--- src/rtl/core/spnor_pkg.sv ---
// ----------------------------------------------------------------------------
// spnor_pkg
// Types and constants shared by the serial NOR program/erase sequencer.
// ----------------------------------------------------------------------------
package spnor_pkg;

	// Flash geometry.
	localparam int unsigned PAGE_BYTES   = 256;
	localparam int unsigned SECTOR_BYTES = 4096;
	localparam int unsigned ADDR_BITS    = 24;
	localparam int unsigned ADDR_BYTES   = (ADDR_BITS + 7) / 8;
	localparam int unsigned SECTOR_SHIFT = $clog2(SECTOR_BYTES);

	// Room for the results caused by one request.
	localparam int unsigned MAX_RESULTS = 8;
	localparam int unsigned IDX_W       = $clog2(MAX_RESULTS);
	localparam int unsigned CNT_W       = $clog2(MAX_RESULTS + 1);

	// Flash opcodes.
	localparam logic [7:0] OP_WREN   = 8'h06;
	localparam logic [7:0] OP_PROG   = 8'h02;
	localparam logic [7:0] OP_SERASE = 8'h20;
	localparam logic [7:0] OP_RDSR   = 8'h05;

	localparam logic [24:0] USABLE_BYTES_RST = 25'd524288;
	localparam logic [23:0] POLL_LIMIT_RST   = 24'd10000000;

	typedef enum logic [1:0] {
		CMD_ERASE  = 2'd0,
		CMD_PROG   = 2'd1,
		CMD_DATA   = 2'd2,
		CMD_STATUS = 2'd3
	} cmd_t;

	typedef enum logic [2:0] {
		ST_OK         = 3'd0,
		ST_RANGE      = 3'd1,
		ST_ALIGN      = 3'd2,
		ST_TIMEOUT    = 3'd3,
		ST_UNEXPECTED = 3'd4
	} status_t;

	typedef enum logic [1:0] {
		PH_IDLE = 2'd0,
		PH_DATA = 2'd1,
		PH_POLL = 2'd2
	} phase_t;

	// Configuration register indexes.
	typedef enum logic {
		REG_USABLE_BYTES = 1'b0,
		REG_POLL_LIMIT   = 1'b1
	} reg_idx_t;

	typedef struct packed {
		phase_t      phase;
		logic        op_is_erase;
		logic [23:0] current_address;
		logic [12:0] sectors_remaining;
		logic [8:0]  bytes_remaining;
		logic [23:0] poll_count;
	} state_t;

	typedef struct packed {
		logic [7:0] spi_byte;
		logic       byte_valid;
		logic       select_start;
		logic       select_end;
		logic       expect_reply;
		logic       op_done;
		logic [2:0] status_code;
	} result_t;

	typedef result_t [MAX_RESULTS-1:0] burst_t;

endpackage

--- src/rtl/core/spnor_req_if.sv ---
// ----------------------------------------------------------------------------
// spnor_req_if
// Request channel into the sequencer: valid/ready handshake and payload.
// ----------------------------------------------------------------------------
interface spnor_req_if;
	logic        valid;
	logic        ready;
	logic [1:0]  command;
	logic [23:0] address;
	logic [24:0] length;
	logic [7:0]  data_byte;

	modport source (output valid, command, address, length, data_byte, input ready);
	modport sink   (input valid, command, address, length, data_byte, output ready);
	modport mon    (input valid, ready, command, address, length, data_byte);
endinterface

--- src/rtl/core/spnor_res_if.sv ---
// ----------------------------------------------------------------------------
// spnor_res_if
// Result channel out of the sequencer: valid/ready handshake and payload.
// ----------------------------------------------------------------------------
interface spnor_res_if;
	logic       valid;
	logic       ready;
	logic [7:0] spi_byte;
	logic       byte_valid;
	logic       select_start;
	logic       select_end;
	logic       expect_reply;
	logic       op_done;
	logic [2:0] status_code;
	logic       last;

	modport source (output valid, spi_byte, byte_valid, select_start, select_end,
		expect_reply, op_done, status_code, last, input ready);
	modport sink   (input valid, spi_byte, byte_valid, select_start, select_end,
		expect_reply, op_done, status_code, last, output ready);
	modport mon    (input valid, ready, spi_byte, byte_valid, select_start, select_end,
		expect_reply, op_done, status_code, last);
endinterface

--- src/rtl/core/spnor_step.sv ---
// ----------------------------------------------------------------------------
// spnor_step
// Next-state and result-burst logic for one request of the sequencer.
// ----------------------------------------------------------------------------
module spnor_step (
	input  spnor_pkg::state_t  cur_state,
	input  logic [24:0]        usable_bytes,
	input  logic [23:0]        poll_limit,
	input  logic [1:0]         command,
	input  logic [23:0]        address,
	input  logic [24:0]        length,
	input  logic [7:0]         data_byte,
	output spnor_pkg::state_t  next_state,
	output spnor_pkg::burst_t  burst,
	output logic [spnor_pkg::CNT_W-1:0] count
);
	import spnor_pkg::*;

	function automatic result_t mk(input logic [7:0] b, input logic v, input logic ss,
		input logic se, input logic er, input logic done, input status_t st);
		result_t r;
		r.spi_byte     = b;
		r.byte_valid   = v;
		r.select_start = ss;
		r.select_end   = se;
		r.expect_reply = er;
		r.op_done      = done;
		r.status_code  = st;
		return r;
	endfunction

	// Header of a page program or sector erase: write enable, opcode, address.
	function automatic burst_t header(input logic [7:0] op, input logic [23:0] a,
		input logic end_frame);
		burst_t     bl;
		logic [31:0] aw;
		bl = '0;
		aw = {8'd0, a};
		bl[0] = mk(OP_WREN, 1'b1, 1'b1, 1'b0, 1'b0, 1'b0, ST_OK);
		bl[1] = mk(op, 1'b1, 1'b1, 1'b0, 1'b0, 1'b0, ST_OK);
		for (int i = 0; i < ADDR_BYTES; i++) begin
			bl[2+i] = mk(aw[8*(ADDR_BYTES-1-i) +: 8], 1'b1, 1'b0,
				end_frame && (i == ADDR_BYTES - 1), 1'b0, 1'b0, ST_OK);
		end
		return bl;
	endfunction

	// Sector erase followed by read-status and the first poll clock.
	function automatic burst_t erase_burst(input logic [23:0] a);
		burst_t bl;
		bl = header(OP_SERASE, a, 1'b1);
		bl[2+ADDR_BYTES] = mk(OP_RDSR, 1'b1, 1'b1, 1'b0, 1'b0, 1'b0, ST_OK);
		bl[3+ADDR_BYTES] = mk(8'd0, 1'b1, 1'b0, 1'b0, 1'b1, 1'b0, ST_OK);
		return bl;
	endfunction

	localparam logic [CNT_W-1:0] ERASE_CNT = CNT_W'(ADDR_BYTES + 4);
	localparam logic [CNT_W-1:0] PROG_CNT  = CNT_W'(ADDR_BYTES + 2);

	logic [24:0] addr_ext;
	logic        range_ok;
	logic        aligned;
	logic [8:0]  bytes_dec;
	logic [23:0] poll_inc;

	assign addr_ext = {1'b0, address};
	assign range_ok = (addr_ext <= usable_bytes) && (length <= usable_bytes - addr_ext);
	assign aligned  = (address[SECTOR_SHIFT-1:0] == '0) && (length[SECTOR_SHIFT-1:0] == '0);
	assign bytes_dec = (cur_state.bytes_remaining != '0) ?
		cur_state.bytes_remaining - 9'd1 : 9'd0;
	assign poll_inc = (cur_state.poll_count != 24'hFF_FFFF) ?
		cur_state.poll_count + 24'd1 : cur_state.poll_count;

	always_comb begin
		next_state = cur_state;
		burst      = '0;
		count      = CNT_W'(1);
		if (command == CMD_ERASE && cur_state.phase == PH_IDLE) begin
			if (!range_ok) begin
				burst[0] = mk(8'd0, 1'b0, 1'b0, 1'b0, 1'b0, 1'b1, ST_RANGE);
			end else if (!aligned) begin
				burst[0] = mk(8'd0, 1'b0, 1'b0, 1'b0, 1'b0, 1'b1, ST_ALIGN);
			end else if (length == '0) begin
				burst[0] = mk(8'd0, 1'b0, 1'b0, 1'b0, 1'b0, 1'b1, ST_OK);
			end else begin
				next_state.op_is_erase       = 1'b1;
				next_state.current_address   = address;
				next_state.sectors_remaining = 13'(length >> SECTOR_SHIFT);
				next_state.poll_count        = '0;
				next_state.phase             = PH_POLL;
				burst = erase_burst(address);
				count = ERASE_CNT;
			end
		end else if (command == CMD_PROG && cur_state.phase == PH_IDLE) begin
			if (!range_ok || length > 25'(PAGE_BYTES)) begin
				burst[0] = mk(8'd0, 1'b0, 1'b0, 1'b0, 1'b0, 1'b1, ST_RANGE);
			end else if (length == '0) begin
				burst[0] = mk(8'd0, 1'b0, 1'b0, 1'b0, 1'b0, 1'b1, ST_OK);
			end else begin
				next_state.op_is_erase     = 1'b0;
				next_state.current_address = address;
				next_state.bytes_remaining = length[8:0];
				next_state.phase           = PH_DATA;
				burst = header(OP_PROG, address, 1'b0);
				count = PROG_CNT;
			end
		end else if (command == CMD_DATA && cur_state.phase == PH_DATA) begin
			next_state.bytes_remaining = bytes_dec;
			burst[0] = mk(data_byte, 1'b1, 1'b0, bytes_dec == '0, 1'b0, 1'b0, ST_OK);
			if (bytes_dec == '0) begin
				burst[1] = mk(OP_RDSR, 1'b1, 1'b1, 1'b0, 1'b0, 1'b0, ST_OK);
				burst[2] = mk(8'd0, 1'b1, 1'b0, 1'b0, 1'b1, 1'b0, ST_OK);
				next_state.poll_count = '0;
				next_state.phase      = PH_POLL;
				count = CNT_W'(3);
			end
		end else if (command == CMD_STATUS && cur_state.phase == PH_POLL) begin
			next_state.poll_count = poll_inc;
			if (!data_byte[0]) begin
				if (cur_state.op_is_erase && cur_state.sectors_remaining > 13'd1) begin
					// Another sector follows; its write enable closes the poll frame.
					next_state.sectors_remaining = cur_state.sectors_remaining - 13'd1;
					next_state.current_address   =
						cur_state.current_address + 24'(SECTOR_BYTES);
					next_state.poll_count        = '0;
					burst = erase_burst(cur_state.current_address + 24'(SECTOR_BYTES));
					count = ERASE_CNT;
				end else begin
					next_state.sectors_remaining = '0;
					next_state.phase             = PH_IDLE;
					burst[0] = mk(8'd0, 1'b0, 1'b0, 1'b1, 1'b0, 1'b1, ST_OK);
				end
			end else if (poll_inc >= poll_limit) begin
				next_state.phase = PH_IDLE;
				burst[0] = mk(8'd0, 1'b0, 1'b0, 1'b1, 1'b0, 1'b1, ST_TIMEOUT);
			end else begin
				burst[0] = mk(8'd0, 1'b1, 1'b0, 1'b0, 1'b1, 1'b0, ST_OK);
			end
		end else begin
			burst[0] = mk(8'd0, 1'b0, 1'b0, 1'b0, 1'b0, 1'b1, ST_UNEXPECTED);
		end
	end

endmodule

--- src/rtl/core/spi_nor_program_erase_sequencer_core.sv ---
// Serial NOR program/erase sequencer. Each accepted request (erase, program,
// program data byte or status reply byte) is decoded combinationally into a
// burst of one to seven wire-level results, which are then handed out one per
// cycle through an output register while the consumer is ready. A request
// holds the burst register until its last result has left it: a poll clock,
// a finish or a reject is one result, the final data byte of a program three,
// a program header five and a sector erase seven.
// The next request is taken in the same cycle in which the last result of the
// current burst moves to the output register, so a finished result waiting on
// a stalled consumer does not hold the request side back. Configuration
// registers (flash size and poll limit) must be written only while the block
// is idle.
// ----------------------------------------------------------------------------
// spi_nor_program_erase_sequencer_core
// Top level: configuration registers, sequencer state, burst register and
// result output register.
// ----------------------------------------------------------------------------
module spi_nor_program_erase_sequencer_core (
	input  logic                clk,
	input  logic                arst_n,
	input  logic                cfg_we,
	input  logic                cfg_index,
	input  logic [24:0]         cfg_data,
	spnor_req_if.sink           req,
	spnor_res_if.source         res
);
	import spnor_pkg::*;

	// Configuration registers.
	logic [24:0] usable_bytes_q;
	logic [23:0] poll_limit_q;

	// Sequencer state, updated once per accepted request.
	state_t state_q;
	state_t state_nxt;

	// Burst register: the results of the request being handed out.
	burst_t              burst_q;
	burst_t              burst_nxt;
	logic [CNT_W-1:0]    cnt_q;
	logic [CNT_W-1:0]    cnt_nxt;
	logic [IDX_W-1:0]    idx_q;

	// Output register.
	logic    out_valid_q;
	result_t out_item_q;
	logic    out_last_q;

	logic req_fire;
	logic move;
	logic move_last;

	spnor_step u_step (
		.cur_state    (state_q),
		.usable_bytes (usable_bytes_q),
		.poll_limit   (poll_limit_q),
		.command      (req.command),
		.address      (req.address),
		.length       (req.length),
		.data_byte    (req.data_byte),
		.next_state   (state_nxt),
		.burst        (burst_nxt),
		.count        (cnt_nxt)
	);

	// A result moves into the output register whenever the burst holds one and
	// the output register is empty or being emptied this cycle.
	assign move      = (cnt_q != '0) && (!out_valid_q || res.ready);
	assign move_last = move && ({1'b0, idx_q} == cnt_q - CNT_W'(1));

	// New requests are taken once the burst register is free, including the
	// cycle in which its last result leaves.
	assign req.ready = (cnt_q == '0) || move_last;
	assign req_fire  = req.valid && req.ready;

	always_ff @(posedge clk or negedge arst_n) begin
		if (!arst_n) begin
			usable_bytes_q <= USABLE_BYTES_RST;
			poll_limit_q   <= POLL_LIMIT_RST;
		end else if (cfg_we) begin
			case (cfg_index)
				REG_USABLE_BYTES: usable_bytes_q <= cfg_data;
				REG_POLL_LIMIT:   poll_limit_q   <= cfg_data[23:0];
				default: ;
			endcase
		end
	end

	always_ff @(posedge clk or negedge arst_n) begin
		if (!arst_n) begin
			state_q <= '{phase: PH_IDLE, default: '0};
			cnt_q   <= '0;
			idx_q   <= '0;
		end else begin
			if (req_fire) begin
				state_q <= state_nxt;
				cnt_q   <= cnt_nxt;
				idx_q   <= '0;
			end else if (move_last) begin
				cnt_q <= '0;
			end else if (move) begin
				idx_q <= idx_q + IDX_W'(1);
			end
		end
	end

	// The burst payload needs no reset; the count says what is live.
	always_ff @(posedge clk) begin
		if (req_fire) begin
			burst_q <= burst_nxt;
		end
	end

	always_ff @(posedge clk or negedge arst_n) begin
		if (!arst_n) begin
			out_valid_q <= 1'b0;
		end else if (move) begin
			out_valid_q <= 1'b1;
		end else if (res.ready) begin
			out_valid_q <= 1'b0;
		end
	end

	always_ff @(posedge clk) begin
		if (move) begin
			out_item_q <= burst_q[idx_q];
			out_last_q <= move_last;
		end
	end

	assign res.valid        = out_valid_q;
	assign res.spi_byte     = out_item_q.spi_byte;
	assign res.byte_valid   = out_item_q.byte_valid;
	assign res.select_start = out_item_q.select_start;
	assign res.select_end   = out_item_q.select_end;
	assign res.expect_reply = out_item_q.expect_reply;
	assign res.op_done      = out_item_q.op_done;
	assign res.status_code  = out_item_q.status_code;
	assign res.last         = out_last_q;

endmodule

--- src/flat_wrapper.sv ---
// flat-port wrapper written by rule: the top's interface ports become plain ports
module spi_nor_program_erase_sequencer_core_flat import spnor_pkg::*;
  (clk, arst_n, cfg_we, cfg_index, cfg_data, req_valid, req_command, req_address, req_length, req_data_byte, req_ready, res_valid, res_spi_byte, res_byte_valid, res_select_start, res_select_end, res_expect_reply, res_op_done, res_status_code, res_last, res_ready);
  spnor_req_if req_i ();
  spnor_res_if res_i ();
  input  logic clk;
  input  logic arst_n;
  input  logic cfg_we;
  input  logic cfg_index;
  input  logic [24:0] cfg_data;
  input wire logic [$bits(req_i.valid)-1:0] req_valid;
  input wire logic [$bits(req_i.command)-1:0] req_command;
  input wire logic [$bits(req_i.address)-1:0] req_address;
  input wire logic [$bits(req_i.length)-1:0] req_length;
  input wire logic [$bits(req_i.data_byte)-1:0] req_data_byte;
  output wire logic [$bits(req_i.ready)-1:0] req_ready;
  output wire logic [$bits(res_i.valid)-1:0] res_valid;
  output wire logic [$bits(res_i.spi_byte)-1:0] res_spi_byte;
  output wire logic [$bits(res_i.byte_valid)-1:0] res_byte_valid;
  output wire logic [$bits(res_i.select_start)-1:0] res_select_start;
  output wire logic [$bits(res_i.select_end)-1:0] res_select_end;
  output wire logic [$bits(res_i.expect_reply)-1:0] res_expect_reply;
  output wire logic [$bits(res_i.op_done)-1:0] res_op_done;
  output wire logic [$bits(res_i.status_code)-1:0] res_status_code;
  output wire logic [$bits(res_i.last)-1:0] res_last;
  input wire logic [$bits(res_i.ready)-1:0] res_ready;
  assign req_i.valid = req_valid;
  assign req_i.command = req_command;
  assign req_i.address = req_address;
  assign req_i.length = req_length;
  assign req_i.data_byte = req_data_byte;
  assign req_ready = req_i.ready;
  assign res_valid = res_i.valid;
  assign res_spi_byte = res_i.spi_byte;
  assign res_byte_valid = res_i.byte_valid;
  assign res_select_start = res_i.select_start;
  assign res_select_end = res_i.select_end;
  assign res_expect_reply = res_i.expect_reply;
  assign res_op_done = res_i.op_done;
  assign res_status_code = res_i.status_code;
  assign res_last = res_i.last;
  assign res_i.ready = res_ready;
  spi_nor_program_erase_sequencer_core u_core (.clk(clk), .arst_n(arst_n), .cfg_we(cfg_we), .cfg_index(cfg_index), .cfg_data(cfg_data), .req(req_i), .res(res_i));
endmodule
--- config.mk ---
export PLATFORM = sky130hd
export DESIGN_NAME = spi_nor_program_erase_sequencer_core_flat
export DESIGN_NICKNAME = d
export VERILOG_FILES = /design/src/rtl/core/spnor_pkg.sv /design/src/rtl/core/spnor_req_if.sv /design/src/rtl/core/spnor_res_if.sv /design/src/rtl/core/spnor_step.sv /design/src/rtl/core/spi_nor_program_erase_sequencer_core.sv /design/src/flat_wrapper.sv
export SDC_FILE = /design/constraint.sdc
export NUM_CORES = 1
export LEC_CHECK = 0
export BUFFER_PORTS_ARGS = -buffer_cell sky130_fd_sc_hd__clkbuf_2
export CORE_MARGIN = 1.5
export CORE_UTILIZATION = 61
export DETAILED_ROUTE_END_ITERATION = 6
export PLACE_DENSITY = 0.9
export SLEW_MARGIN = 20
export SYNTH_ARGS = -nofsm -noshare
export SYNTH_HDL_FRONTEND = slang
export SYNTH_SLANG_ARGS = --single-unit
--- constraint.sdc ---
create_clock -name clk -period 6.06 [get_ports clk]
set_clock_uncertainty 0.15 [all_clocks]
set_input_delay 0.303 -clock clk [delete_from_list [all_inputs] [get_ports clk]]
set_output_delay 0.303 -clock clk [all_outputs]
set_load 0.005 [all_outputs]
==> results.txt <==
----------------------------------------------------
[Status]
  Run status ... complete, no violations

[STA]
  Setup repair after global routing missed its margin ... no
  Hold Fails Final Rpt ... 0
  Worst Hold Slack ... around 0.0032 ns
  Final Max Slew Viols ... 0
  Timing-limited maximum frequency ... roughly 180 MHz
  Final worst-path cycle share ... roughly 94%
  Setup violation total in the final timing report ... 0
  Total negative setup slack ... 0 ns
  Worst slew slack as a fraction of its limit ... between 20% and 30%
  Min cycle time layout ... between 5 and 6 ns
  Tightest Pin Transition ... between 1 and 1.5 ns

[Power and ir drop]
  Maximum VDD drop ... approximately 0.00023 V
  Clock group share of total power ... a little over a quarter
  Overall power ... 4.34 mW
  Fraction of power spent switching nets ... 36.5%
  Standby leakage power ... around 6.2 nW
  Power Dens Cells ... approximately 310 nW/um2
  Switching power of the nets ... roughly 1.6 mW
  Part of the total power dissipated in combinational logic ... between 30% and 40%
  Internal Power ... roughly 2.8 mW
  Flop pwr share ... approximately two fifths

[CTS]
  Clock network latency to the later pin of the worst-skew pair ... 0.44 ns
  Longest Clk Path Bufs ... 2
  Root buffer cell ... sky130_fd_sc_hd__clkbuf_16
  Clock sink count ... 190
  Clock slew at reported path FFs ... around 0.07 ns
  Setup Buffers After CTS ... 0
  Clock tree from TritonCTS ... built
  Number of clock buffers inserted by TritonCTS ... 17
  # H-tree levels ... 4

[Floorplan]
  Die Width ... approximately 150 um
  Count of standard-cell rows ... 52
  Vert. Die Dim ... between 100 and 150 um
  Floorplan die area ... about 21000 um2
  Area of the core ... slightly above 20000 um2
  I/O pins ... 109
  Initial Util ... 61.9%

[Setup path]
  Critical path launch point type ... register
  Data arrival time at the worst-slack endpoint ... roughly 6 ns
  Crit path max-delay family ... simple AND/OR/NAND/NOR gates
  Data required time of the critical path ... between 6 and 7 ns
  Worst path bufs/invs ... 2
  Critical path type ... reg -> reg
  Type of element capturing the critical path ... register
  Worst path max stage delay ... between 0.5 and 0.6 ns
  Sequence of cells on the critical path ... inv_1, ha_1, inv_1, fa_1, a21o_1, a21oi_1, o211ai_1, nand2_1, a21oi_1, a221o_1, mux2i_1, a2111oi_0, ha_1, nand4_1, nor4_1, nand4_1, o21a_1, nor2_1, and3_1, mux2_2
  Cell with the largest stage delay on the worst path ... sky130_fd_sc_hd__and3_1
  Largest driver fanout on the critical path ... 12

[Synth]
  Ys flop type ... sky130_fd_sc_hd__dfrtp_1
  Most common cell in the netlist ... sky130_fd_sc_hd__dfrtp_1
  Leading cell types by count after synthesis ... sky130_fd_sc_hd__dfrtp_1 (120), sky130_fd_sc_hd__nand2_1 (113), sky130_fd_sc_hd__inv_1 (95)
  Sequential element share of the synthesized area ... about two fifths
  Biggest area consumer among synthesized cells ... sky130_fd_sc_hd__dfrtp_1
  Distinct cell type count of the synthesized netlist ... 86
  Number of enable flip-flop cells after synthesis ... 61
  Syn avg cell area ... about 9.6 um2
  Number of register bits inferred by synthesis ... between 150 and 200
  Total of warnings raised by yosys ... 0
  Area share of the leading cell type in the synthesized netlist ... around a quarter
  Cell area after technology mapping ... 12500 um2
  Net Count, Synth ... ~1.5k
  Proportion of synthesized flip-flops having asynchronous set or reset ... 67.9%
  Number of standard cells after synthesis ... approximately 1.3k
  Cell types with the largest area share after synthesis ... sky130_fd_sc_hd__dfrtp_1 (24%), sky130_fd_sc_hd__edfxtp_1 (15%), sky130_fd_sc_hd__ha_1 (8.2%)

[Cells and area]
  Post-route cell area ... 14100 um2
  Number of antenna cells inserted ... 0
  Area growth from synthesis to layout ... 13.2%
  Final net count ... 1586
  # fillers ... approximately 1.5k
  Share of the core filled with cells ... 70.1%
  Share of cells above drive strength 1 ... 17.9%

[Detailed routing]
  DRC errors left ... 0
  Final wirelength ... about 33000 um
  Number of violations reported at the end of detailed-routing iteration 0 ... between 900 and 1k
  Via-to-Cell Ratio ... around 6.3
  Number of nets with antenna violations after detailed routing ... 0
  First-pass iteration count of the detailed router ... 5
  Total via count after detailed routing ... 10.8k
  Routed WL per cell ... 19.5 um

[Global routing]
  Initial antenna violation count ... 0
  Tot GR Track Use ... slightly above 30%
  Global-route wire length before repair ... between 50000 and 60000 um
  Number of global-route vias before repair ... 10.4k
  Remaining global-route overflow ... 0
  Largest net degree at the start of global routing ... 72

[Place]
  DP HPWL ... 24400 um
  Cell area reported after detailed placement ... 13200 um2
  Count of buffers inserted at the top-level ports ... about 110
  Final Wtd Congestion ... approximately 1

[Run]
  Maximum Capacitance Violations ... 0

[Hold path]
  Class of the tightest hold or removal check ... in -> reg

----------------------------------------------------
[stage by stage]
step           worst slack (ns)  std cells
6_report                  0.371       1696
3_3_place_gp              0.569       1637
5_1_grt                  0.0655       1696
4_1_cts                   0.418       1695
3_5_place_dp              0.442       1637
2_1_floorplan              1.27       1300
[flip-flops by register name, summed over array words and instances (netlist names)]
| name | flops |
|---|---|
| u_core.burst_q | 44 |
| u_core.cnt_q | 3 |
| u_core.idx_q | 3 |
| u_core.poll_limit_q | 24 |
| u_core.res.byte_valid | 1 |
| u_core.res.expect_reply | 1 |
| u_core.res.last | 1 |
| u_core.res.op_done | 1 |
| u_core.res.select_end | 1 |
| u_core.res.select_start | 1 |
| u_core.res.spi_byte | 8 |
| u_core.res.status_code | 3 |
| u_core.res.valid | 1 |
| u_core.state_q | 73 |
| u_core.usable_bytes_q | 25 |
[what timing repair did]
| action | in CTS | in global routing |
|---|---|---|
| gates resized for setup | 0 | 1 |
| setup endpoints to repair | 0 | 1 |
| hold endpoints to repair | 96 | 1 |
| hold buffers | 26 | 1 |
[placed cells by master (no fill, tap or decap), drive strengths merged, types with 18 or more instances in the layout]
cell | synthesis | routed
o21ai | 79 | 79
xor2 | 21 | 21
nand4 | 23 | 23
a21oi | 66 | 66
dfrtp | 120 | 120
nand3 | 40 | 40
nor3 | 37 | 37
dlygate4sd3 | 0 | 27
ha | 82 | 82
inv | 96 | 101
and2 | 21 | 21
a21o | 25 | 25
nor2 | 80 | 80
clkbuf | 34 | 125
mux2 | 63 | 63
edfxtp | 61 | 61
xnor2 | 33 | 33
a22o | 18 | 18
nand2 | 113 | 113
[path summary, 6_finish.rpt]
check / start / endpoint / slack, ns / cells after the start
min: cfg_data[8] / u_core.poll_limit_q[8]$_DFFE_PN0P_ / 0.003 / 2
min reg2reg: u_core.poll_limit_q[16]$_DFFE_PN0P_ / u_core.poll_limit_q[16]$_DFFE_PN0P_ / 0.36 / 1
min in group asynchronous: arst_n / u_core.state_q[69]$_DFFE_PN0P_ / 0.32 / 2
max in group asynchronous: arst_n / u_core.poll_limit_q[4]$_DFFE_PN0P_ / 4.02 / 3
max reg2reg: u_core.usable_bytes_q[0]$_DFFE_PN0P_ / u_core.state_q[53]$_DFFE_PN0P_ / 0.37 / 20
max: u_core.usable_bytes_q[0]$_DFFE_PN0P_ / u_core.state_q[53]$_DFFE_PN0P_ / 0.37 / 20
[metal layers]
| metal | vias to the layer above | part of all wire, % | track usage (%) |
|---|---|---|---|
| met5 | - | 0 | 0 |
| met4 | 0 | 5.6 | 17.1 |
| met3 | 129 | 6.4 | 3.86 |
| met2 | 514 | 49 | 53.9 |
| met1 | 5095 | 39 | 37.7 |
| li1 | 5021 | - | - |
[power by group through the flow]
| stage | combinational, mW | clock, mW | sequential (mW) |
|---|---|---|---|
| 3_3_place_gp | 1.34 | 0 | 1.76 |
| 6_report | 1.44 | 1.14 | 1.75 |
| 4_1_cts | 1.42 | 1.15 | 1.75 |
| 2_1_floorplan | 1.03 | 0 | 1.70 |
| 3_5_place_dp | 1.40 | 0 | 1.78 |
| 5_1_grt | 1.59 | 1.20 | 1.78 |
[kinds of logic after synthesis]
| group | share of synthesized area, % |
|---|---|
| and+or+nand+nor | 16.6 |
| AOI/OAI and AO/OA | 18.8 |
| DFF | 40.7 |
| buffers and inverters | 4.67 |
| adders and majority gates | 8.40 |
| muxes | 7.00 |
| xor gates and xnor gates | 3.80 |
[final cells by class]
cell class / instances / area (um2) / area share (%)
Multi-Input combinational cell: 961 / 6810 / 48.4
Clock buffer: 18 / 429 / 3.05
Inverter: 96 / 360 / 2.56
Tap cell: 270 / 338 / 2.40
Clock inverter: 14 / 176 / 1.25
Timing Repair Buffer: 147 / 903 / 6.41
Sequential cell: 190 / 5070 / 36.0
No activity file was read; power rests on OpenSTA's default activity.
